[src/sv/gdsw_pkg.sv]
// ----------------------------------------------------------------------------
// gdsw_pkg
// Types, constants and calendar helpers for the Gregorian date step and
// weekday block.
// ----------------------------------------------------------------------------
package gdsw_pkg;

  localparam int unsigned YearW = 14;
  localparam int unsigned MonthW = 4;
  localparam int unsigned DayW = 5;
  localparam int unsigned OrdW = 9;
  localparam int unsigned WdayW = 3;
  localparam int unsigned Q100W = 8;

  localparam logic [YearW-1:0] YearMin = YearW'(1);
  localparam logic [YearW-1:0] YearMax = YearW'(9999);
  localparam logic [MonthW-1:0] MonJan = MonthW'(1);
  localparam logic [MonthW-1:0] MonFeb = MonthW'(2);
  localparam logic [MonthW-1:0] MonDec = MonthW'(12);
  localparam logic [DayW-1:0] DayFirst = DayW'(1);
  localparam logic [DayW-1:0] DecLen = DayW'(31);

  // floor(2^19 / 100) + 1: exact quotient for every 14-bit dividend
  localparam logic [12:0] Recip100 = 13'd5243;
  localparam int unsigned Recip100Sh = 19;

  typedef struct packed {
    logic [YearW-1:0]  year;
    logic [MonthW-1:0] month;
    logic [DayW-1:0]   day;
  } in_t;

  typedef struct packed {
    logic [YearW-1:0]  next_year;
    logic [MonthW-1:0] next_month;
    logic [DayW-1:0]   next_day;
    logic [YearW-1:0]  prev_year;
    logic [MonthW-1:0] prev_month;
    logic [DayW-1:0]   prev_day;
    logic [OrdW-1:0]   ordinal_day;
    logic [WdayW-1:0]  weekday;
    logic              date_valid;
  } out_t;

  function automatic logic [Q100W-1:0] div100(input logic [YearW-1:0] y);
    logic [YearW+12:0] p;
    p = (YearW+13)'(y) * (YearW+13)'(Recip100);
    return p[Recip100Sh+Q100W-1:Recip100Sh];
  endfunction

  function automatic logic [YearW-1:0] mul100(input logic [Q100W-1:0] q);
    return YearW'({q, 6'b0}) + YearW'({q, 5'b0}) + YearW'({q, 2'b0});
  endfunction

  function automatic logic [DayW-1:0] month_len(input logic [MonthW-1:0] m,
                                                input logic leap);
    logic [DayW-1:0] len;
    case (m)
      4'd2:                  len = leap ? DayW'(29) : DayW'(28);
      4'd4, 4'd6, 4'd9, 4'd11: len = DayW'(30);
      default:               len = DayW'(31);
    endcase
    return len;
  endfunction

  // days in the months before month m of a common year
  function automatic logic [OrdW-1:0] days_before(input logic [MonthW-1:0] m);
    logic [OrdW-1:0] c;
    unique case (m)
      4'd2:    c = OrdW'(31);
      4'd3:    c = OrdW'(59);
      4'd4:    c = OrdW'(90);
      4'd5:    c = OrdW'(120);
      4'd6:    c = OrdW'(151);
      4'd7:    c = OrdW'(181);
      4'd8:    c = OrdW'(212);
      4'd9:    c = OrdW'(243);
      4'd10:   c = OrdW'(273);
      4'd11:   c = OrdW'(304);
      4'd12:   c = OrdW'(334);
      default: c = '0;
    endcase
    return c;
  endfunction

  // (13 * wm + 8) / 5, with January and February as months 13 and 14
  function automatic logic [5:0] month_term(input logic [MonthW-1:0] m);
    logic [5:0] t;
    unique case (m)
      4'd1:    t = 6'd35;
      4'd2:    t = 6'd38;
      4'd3:    t = 6'd9;
      4'd4:    t = 6'd12;
      4'd5:    t = 6'd14;
      4'd6:    t = 6'd17;
      4'd7:    t = 6'd19;
      4'd8:    t = 6'd22;
      4'd9:    t = 6'd25;
      4'd10:   t = 6'd27;
      4'd11:   t = 6'd30;
      4'd12:   t = 6'd32;
      default: t = '0;
    endcase
    return t;
  endfunction

endpackage

[src/sv/gdsw_calc.sv]
// ----------------------------------------------------------------------------
// gdsw_calc
// Combinational date arithmetic: validity, following and preceding date,
// day of year and weekday.
// ----------------------------------------------------------------------------
module gdsw_calc (
  input  gdsw_pkg::in_t  date_i,
  output gdsw_pkg::out_t res_o
);
  import gdsw_pkg::*;

  logic [YearW-1:0]  y;
  logic [MonthW-1:0] m;
  logic [DayW-1:0]   d;
  logic [Q100W-1:0]  y_q100;
  logic              leap;
  logic [DayW-1:0]   mlen;
  logic [DayW-1:0]   prev_mlen;
  logic              valid;
  logic [YearW-1:0]  wy;
  logic [Q100W-1:0]  wy_q100;
  logic [YearW-1:0]  wsum;
  logic [4:0]        fold1;
  logic [3:0]        fold2;
  logic [WdayW-1:0]  wday;
  out_t              res;

  assign y = date_i.year;
  assign m = date_i.month;
  assign d = date_i.day;

  // leap: y%4 == 0 and (y%100 != 0 or (y/100)%4 == 0)
  assign y_q100 = div100(y);
  assign leap = (y[1:0] == 2'b00) &&
                ((y != mul100(y_q100)) || (y_q100[1:0] == 2'b00));
  assign mlen = month_len(m, leap);
  assign prev_mlen = month_len(m - MonthW'(1), leap);

  assign valid = (y >= YearMin) && (y <= YearMax) && (m >= MonJan) &&
                 (m <= MonDec) && (d >= DayFirst) && (d <= mlen);

  // weekday sum, then mod 7 by folding octal digits (8 == 1 mod 7)
  assign wy = (m <= MonFeb) ? y - YearW'(1) : y;
  assign wy_q100 = div100(wy);
  assign wsum = wy + (wy >> 2) - YearW'(wy_q100) + YearW'(wy_q100 >> 2) +
                YearW'(month_term(m)) + YearW'(d);
  assign fold1 = 5'(wsum[2:0]) + 5'(wsum[5:3]) + 5'(wsum[8:6]) +
                 5'(wsum[11:9]) + 5'(wsum[13:12]);
  assign fold2 = 4'(fold1[2:0]) + 4'(fold1[4:3]);
  assign wday = (fold2 >= 4'd7) ? WdayW'(fold2 - 4'd7) : WdayW'(fold2);

  always_comb begin
    res = '0;
    if (d < mlen) begin
      res.next_year  = y;
      res.next_month = m;
      res.next_day   = d + DayW'(1);
    end else if (m == MonDec) begin
      res.next_year  = y + YearW'(1);
      res.next_month = MonJan;
      res.next_day   = DayFirst;
    end else begin
      res.next_year  = y;
      res.next_month = m + MonthW'(1);
      res.next_day   = DayFirst;
    end

    if (d > DayFirst) begin
      res.prev_year  = y;
      res.prev_month = m;
      res.prev_day   = d - DayW'(1);
    end else if (m == MonJan) begin
      res.prev_year  = y - YearW'(1);
      res.prev_month = MonDec;
      res.prev_day   = DecLen;
    end else begin
      res.prev_year  = y;
      res.prev_month = m - MonthW'(1);
      res.prev_day   = prev_mlen;
    end

    res.ordinal_day = days_before(m) + OrdW'(d) + OrdW'(leap && (m > MonFeb));
    res.weekday     = wday;
    res.date_valid  = 1'b1;

    if (!valid) begin
      res = '0;
    end
  end

  assign res_o = res;

endmodule

[src/sv/gregorian_date_step_and_weekday.sv]
// ----------------------------------------------------------------------------
// gregorian_date_step_and_weekday
// Gregorian date step: following date, preceding date, day of year and
// weekday for each input date, with a flag for dates that do not exist.
// ----------------------------------------------------------------------------
//  channel  valid          stall          payload
//  in       in_valid_i     in_stall_o     in_data_i  (gdsw_pkg::in_t)
//  out      out_valid_o    out_stall_i    out_data_o (gdsw_pkg::out_t)
//
// One date per cycle sustained while out_stall_i is low; each date passes through
// an input register, one pass of calendar logic and a result register.
// Reset clears both valid flags only; the data registers are not reset.
// A stall on the output holds the result; the input register keeps taking
// dates until both registers are full, then in_stall_o follows out_stall_i.
// ----------------------------------------------------------------------------
module gregorian_date_step_and_weekday (
  input  logic           clk_i,
  input  logic           rst_ni,
  input  logic           in_valid_i,
  output logic           in_stall_o,
  input  gdsw_pkg::in_t  in_data_i,
  output logic           out_valid_o,
  input  logic           out_stall_i,
  output gdsw_pkg::out_t out_data_o
);
  import gdsw_pkg::*;

  logic  s1_valid_q;
  in_t   s1_data_q;
  logic  s2_valid_q;
  out_t  s2_data_q;
  out_t  s2_data_d;
  logic  s2_adv;
  logic  s1_adv;

  assign s2_adv = !s2_valid_q || !out_stall_i;
  assign s1_adv = !s1_valid_q || s2_adv;

  always_ff @(posedge clk_i or negedge rst_ni) begin
    if (!rst_ni) begin
      s1_valid_q <= 1'b0;
      s2_valid_q <= 1'b0;
    end else begin
      if (s1_adv) begin
        s1_valid_q <= in_valid_i;
      end
      if (s2_adv) begin
        s2_valid_q <= s1_valid_q;
      end
    end
  end

  always_ff @(posedge clk_i) begin
    if (s1_adv && in_valid_i) begin
      s1_data_q <= in_data_i;
    end
    if (s2_adv && s1_valid_q) begin
      s2_data_q <= s2_data_d;
    end
  end

  gdsw_calc u_calc (
    .date_i (s1_data_q),
    .res_o  (s2_data_d)
  );

  assign in_stall_o  = !s1_adv;
  assign out_valid_o = s2_valid_q;
  assign out_data_o  = s2_data_q;

endmodule

[config.mk]
export PLATFORM = sky130hd
export DESIGN_NAME = gregorian_date_step_and_weekday
export DESIGN_NICKNAME = d
export VERILOG_FILES = /design/src/sv/gdsw_pkg.sv /design/src/sv/gdsw_calc.sv /design/src/sv/gregorian_date_step_and_weekday.sv
export SDC_FILE = /design/constraint.sdc
export NUM_CORES = 1
export LEC_CHECK = 0
export ABC_AREA = 1
export ABC_CLOCK_PERIOD_IN_PS = 17580
export BUFFER_PORTS_ARGS = -buffer_cell sky130_fd_sc_hd__buf_4
export CORE_MARGIN = 10
export CORE_UTILIZATION = 60
export CTS_CLUSTER_DIAMETER = 200
export CTS_CLUSTER_SIZE = 24
export DETAILED_ROUTE_END_ITERATION = 6
export PLACE_DENSITY = 0.76
export RECOVER_POWER = 50
export SLEW_MARGIN = 20
export SYNTH_ARGS = -nofsm -noshare
export SYNTH_HDL_FRONTEND = slang
export SYNTH_SLANG_ARGS = --single-unit
[constraint.sdc]
create_clock -name clk_i -period 17.58 [get_ports clk_i]
set_input_delay 0.879 -clock clk_i [delete_from_list [all_inputs] [get_ports clk_i]]
set_output_delay 0.879 -clock clk_i [all_outputs]
set_load 0.02 [all_outputs]
==> metrics.csv <==
stage,metric,value,unit
clock_network,htree depth,3,
detailed_routing,"antenna viol nets, final",0,
floorplan,die width,179,microns
timing,final setup fails,0,
min_path,Hold WC Path Type,in2async,
synthesis,#FFs+latches synth,99,
timing,hold_ws,0.295,ns
timing,Clock Skew,0.00808,ns
timing,final critical-path share of the clock period,76.5,%
detailed_routing,drt drc,0,
clock_network,CTS Hold Bufs,0,
setup_path,max incr delay on CP,0.59,ns
grt,GR peak layer,met2,
timing,max-slew violation count,30,
place,Post-DP HPWL,31200,microns
setup_path,worst flop-to-flop path startpoint,s1_data_q[5],
synthesis,ys async rst share,2.02,%
timing,fin crit period,13.46,ns
clock_network,"Setup Fix Bufs, Post-CTS",0,
grt,initial antenna violation count,0,
grt,vias in the first global route,11685,
synthesis,top_reg_cell synth,edfxtp_1,
grt,total gr overflow,0,
clock_network,Max Buffers Root-to-Sink,2,
synthesis,sequential share of the synthesized area,18.5,%
detailed_routing,final wirelength,36900,microns
setup_path,critical path's most frequent cell,inv_1,
layout,Final #Nets,2275,
clock_network,TritonCTS clock tree,built,
synthesis,"EDFF count, synth",82,
setup_path,reg2reg end,out_data_o[2],
timing,setup tns final,0,ns
floorplan,io pins,88,
clock_network,"Clk Latency, worst-skew pair",0.35,ns
setup_path,R2R depth,55,
clock_network,CTS buffer count,9,
timing,Slew HR,-90.4,%
layout,Layout fillers,2161,
floorplan,DIE HEIGHT,179,microns
detailed_routing,Starting DRT DRC Count,889,
clock_network,clock-pin slew on the worst setup and hold paths,0.07,ns
grt,largest net degree at the start of global routing,49,
detailed_routing,wire length per cell,17.4,microns
layout,ant diodes,0,
setup_path,CP Launch Point,s1_data_q[5],
detailed_routing,drt first pass iters,5,
grt,first-pass GRT wire length,60400,microns
synthesis,yosys warns,0,
grt,GR Util met2,38.7,%
grt,met3 GRT Util,3.86,%
run_status,outcome,"finished, violations left",
setup_path,Crit Path Max Fanout,16,
synthesis,syn avg cell area,8.99,sq um
floorplan,num rows,58,
detailed_routing,via count,11452,
floorplan,starting density of the core,60.7,%
grt,total track usage,23.8,%
detailed_routing,vias per inst,5.41,
synthesis,mapped cell area,15200,sq um
timing,Slew @ Worst Pin,2.86,ns
synthesis,synthesized net count,2186,
timing,unrepaired setup endpoints after global routing,false,
setup_path,critical path type,reg2reg,
place,Placer Congestion,0.951,
setup_path,crit path launch type,register,
clock_network,CTS resizes,0,
synthesis,post-synthesis cell count,1694,
place,Port Buffers,87,
timing,final hold vios,0,
synthesis,Cell variety after synth,54,
layout,share of cells above drive strength 1,5.54,%
setup_path,arrival time worst endpoint,13.63,ns
floorplan,core area,25100,sq um
run_status,failing checks,"capacitance limit, slew limit",
setup_path,r2r setup slk,4.12,ns
flow_run,Max Cap Viol,1,
grt,met1 GRT Util,33.0,%
clock_network,root buf cell,clkbuf_16,
setup_path,Worst setup EP type,register,
layout,Layout area overhead,6.83,%
setup_path,Crit-path slowest cell,o21ai_2,
clock_network,CTS Sinks,99,
floorplan,Die ar.,32200,sq um
timing,Max Fclk,74.3,MHz
setup_path,Worst EP required,17.75,ns
cell families after synthesis:
family | after synthesis | share of synthesized area [%]
buffers and inverters | 431 | 11.0
adder cells (fa/ha/maj) | 465 | 45.9
XOR/XNOR | 76 | 4.42
AND/OR/NAND/NOR | 421 | 12.2
flip-flops | 99 | 18.5
AO/OA/AOI/OAI | 202 | 8.04
through the flow:
stage	util, %	instances	worst slack (ns)	cell area (sq um)
finish	64.8	2118	4.12	16300
global route	64.8	2118	3.17	16300
CTS	65.9	2118	4.16	16500
detailed placement	64.7	2102	4.21	16200
global placement	64.7	2101	4.02	16200
floorplan	-	1694	5.38	15200
layer usage:
layer / part of all wire [%] / routed length [microns]
met2: 47 / 17200
met3: 6.7 / 2470
met1: 45 / 16600
met5: 0 / 0
met4: 1.4 / 524
cell usage after synthesis, types with 2 or more instances:
cell	count	share of area, %
inv_1	410	10
ha_1	308	25
nand2_1	223	5.5
fa_1	157	21
a21oi_1	91	3.0
edfxtp_1	82	16
nor2_1	73	1.8
xor2_1	56	3.2
nand3_1	51	1.7
o21ai_0	47	1.5
nor2_2	22	0.90
xnor2_1	19	1.1
dfxtp_1	15	2.0
nand4_1	15	0.62
o21bai_1	15	0.74
nor3_1	12	0.39
a31oi_1	7	0.29
buf_2	6	0.20
inv_2	6	0.15
o211ai_1	6	0.30
o21a_1	6	0.30
o21ai_2	6	0.34
nor3b_1	5	0.25
or2_2	5	0.21
clkbuf_1	4	0.099
nor4_1	4	0.16
a211oi_1	3	0.15
a21o_1	3	0.15
nand2_2	3	0.12
o22ai_1	3	0.12
a211oi_2	2	0.16
a21oi_4	2	0.21
buf_12	2	0.26
dfrtp_1	2	0.33
nand3_2	2	0.13
nor2_4	2	0.15
nor3b_2	2	0.16
worst max path at each step:
stage / depth (start not counted) / end / slack, ns
2_1_floorplan: 50 / out_data_o[2] / 5.38
3_3_place_gp: 54 / out_data_o[2] / 4.02
3_5_place_dp: 55 / out_data_o[2] / 4.21
4_1_cts: 55 / out_data_o[2] / 4.16
5_1_grt: 59 / out_data_o[2] / 3.17
6_report: 55 / out_data_o[2] / 4.12
layout by cell type, fill, tap and decap left out, types with 18 or more instances in the layout:
cell      instances
inv_1           410
ha_1            308
nand2_1         224
fa_1            157
a21oi_1          91
edfxtp_1         82
nor2_1           73
clkbuf_1         67
xor2_1           56
nand3_1          51
o21ai_0          45
nor2_2           22
xnor2_1          19
clkbuf_4         18
worst max-delay path: cells and delay by family, from the launching register on:
family / cells / cell delay, ns
simple gates: 9 / 0.99
fa+ha+maj: 19 / 7.22
flops: 1 / 0.47
buf+inv: 15 / 1.66
compound gates: 9 / 2.37
xor+xnor: 3 / 0.57
cell type report:
class                   count  area [sq um]  area share [%]
multi-input cells        1164         10700            66.1
flip-flops and latches     99          2810            17.3
inverters                 417          1570            9.63
repair buffers             92           439            2.70
well taps                 330           413            2.54
clock buffers               9           225            1.38
clock inverters             7          67.6           0.415
Power is left out: the tool's default activity adds up to more than one toggle a clock period on the data nets, which glitch-free logic cannot reach.
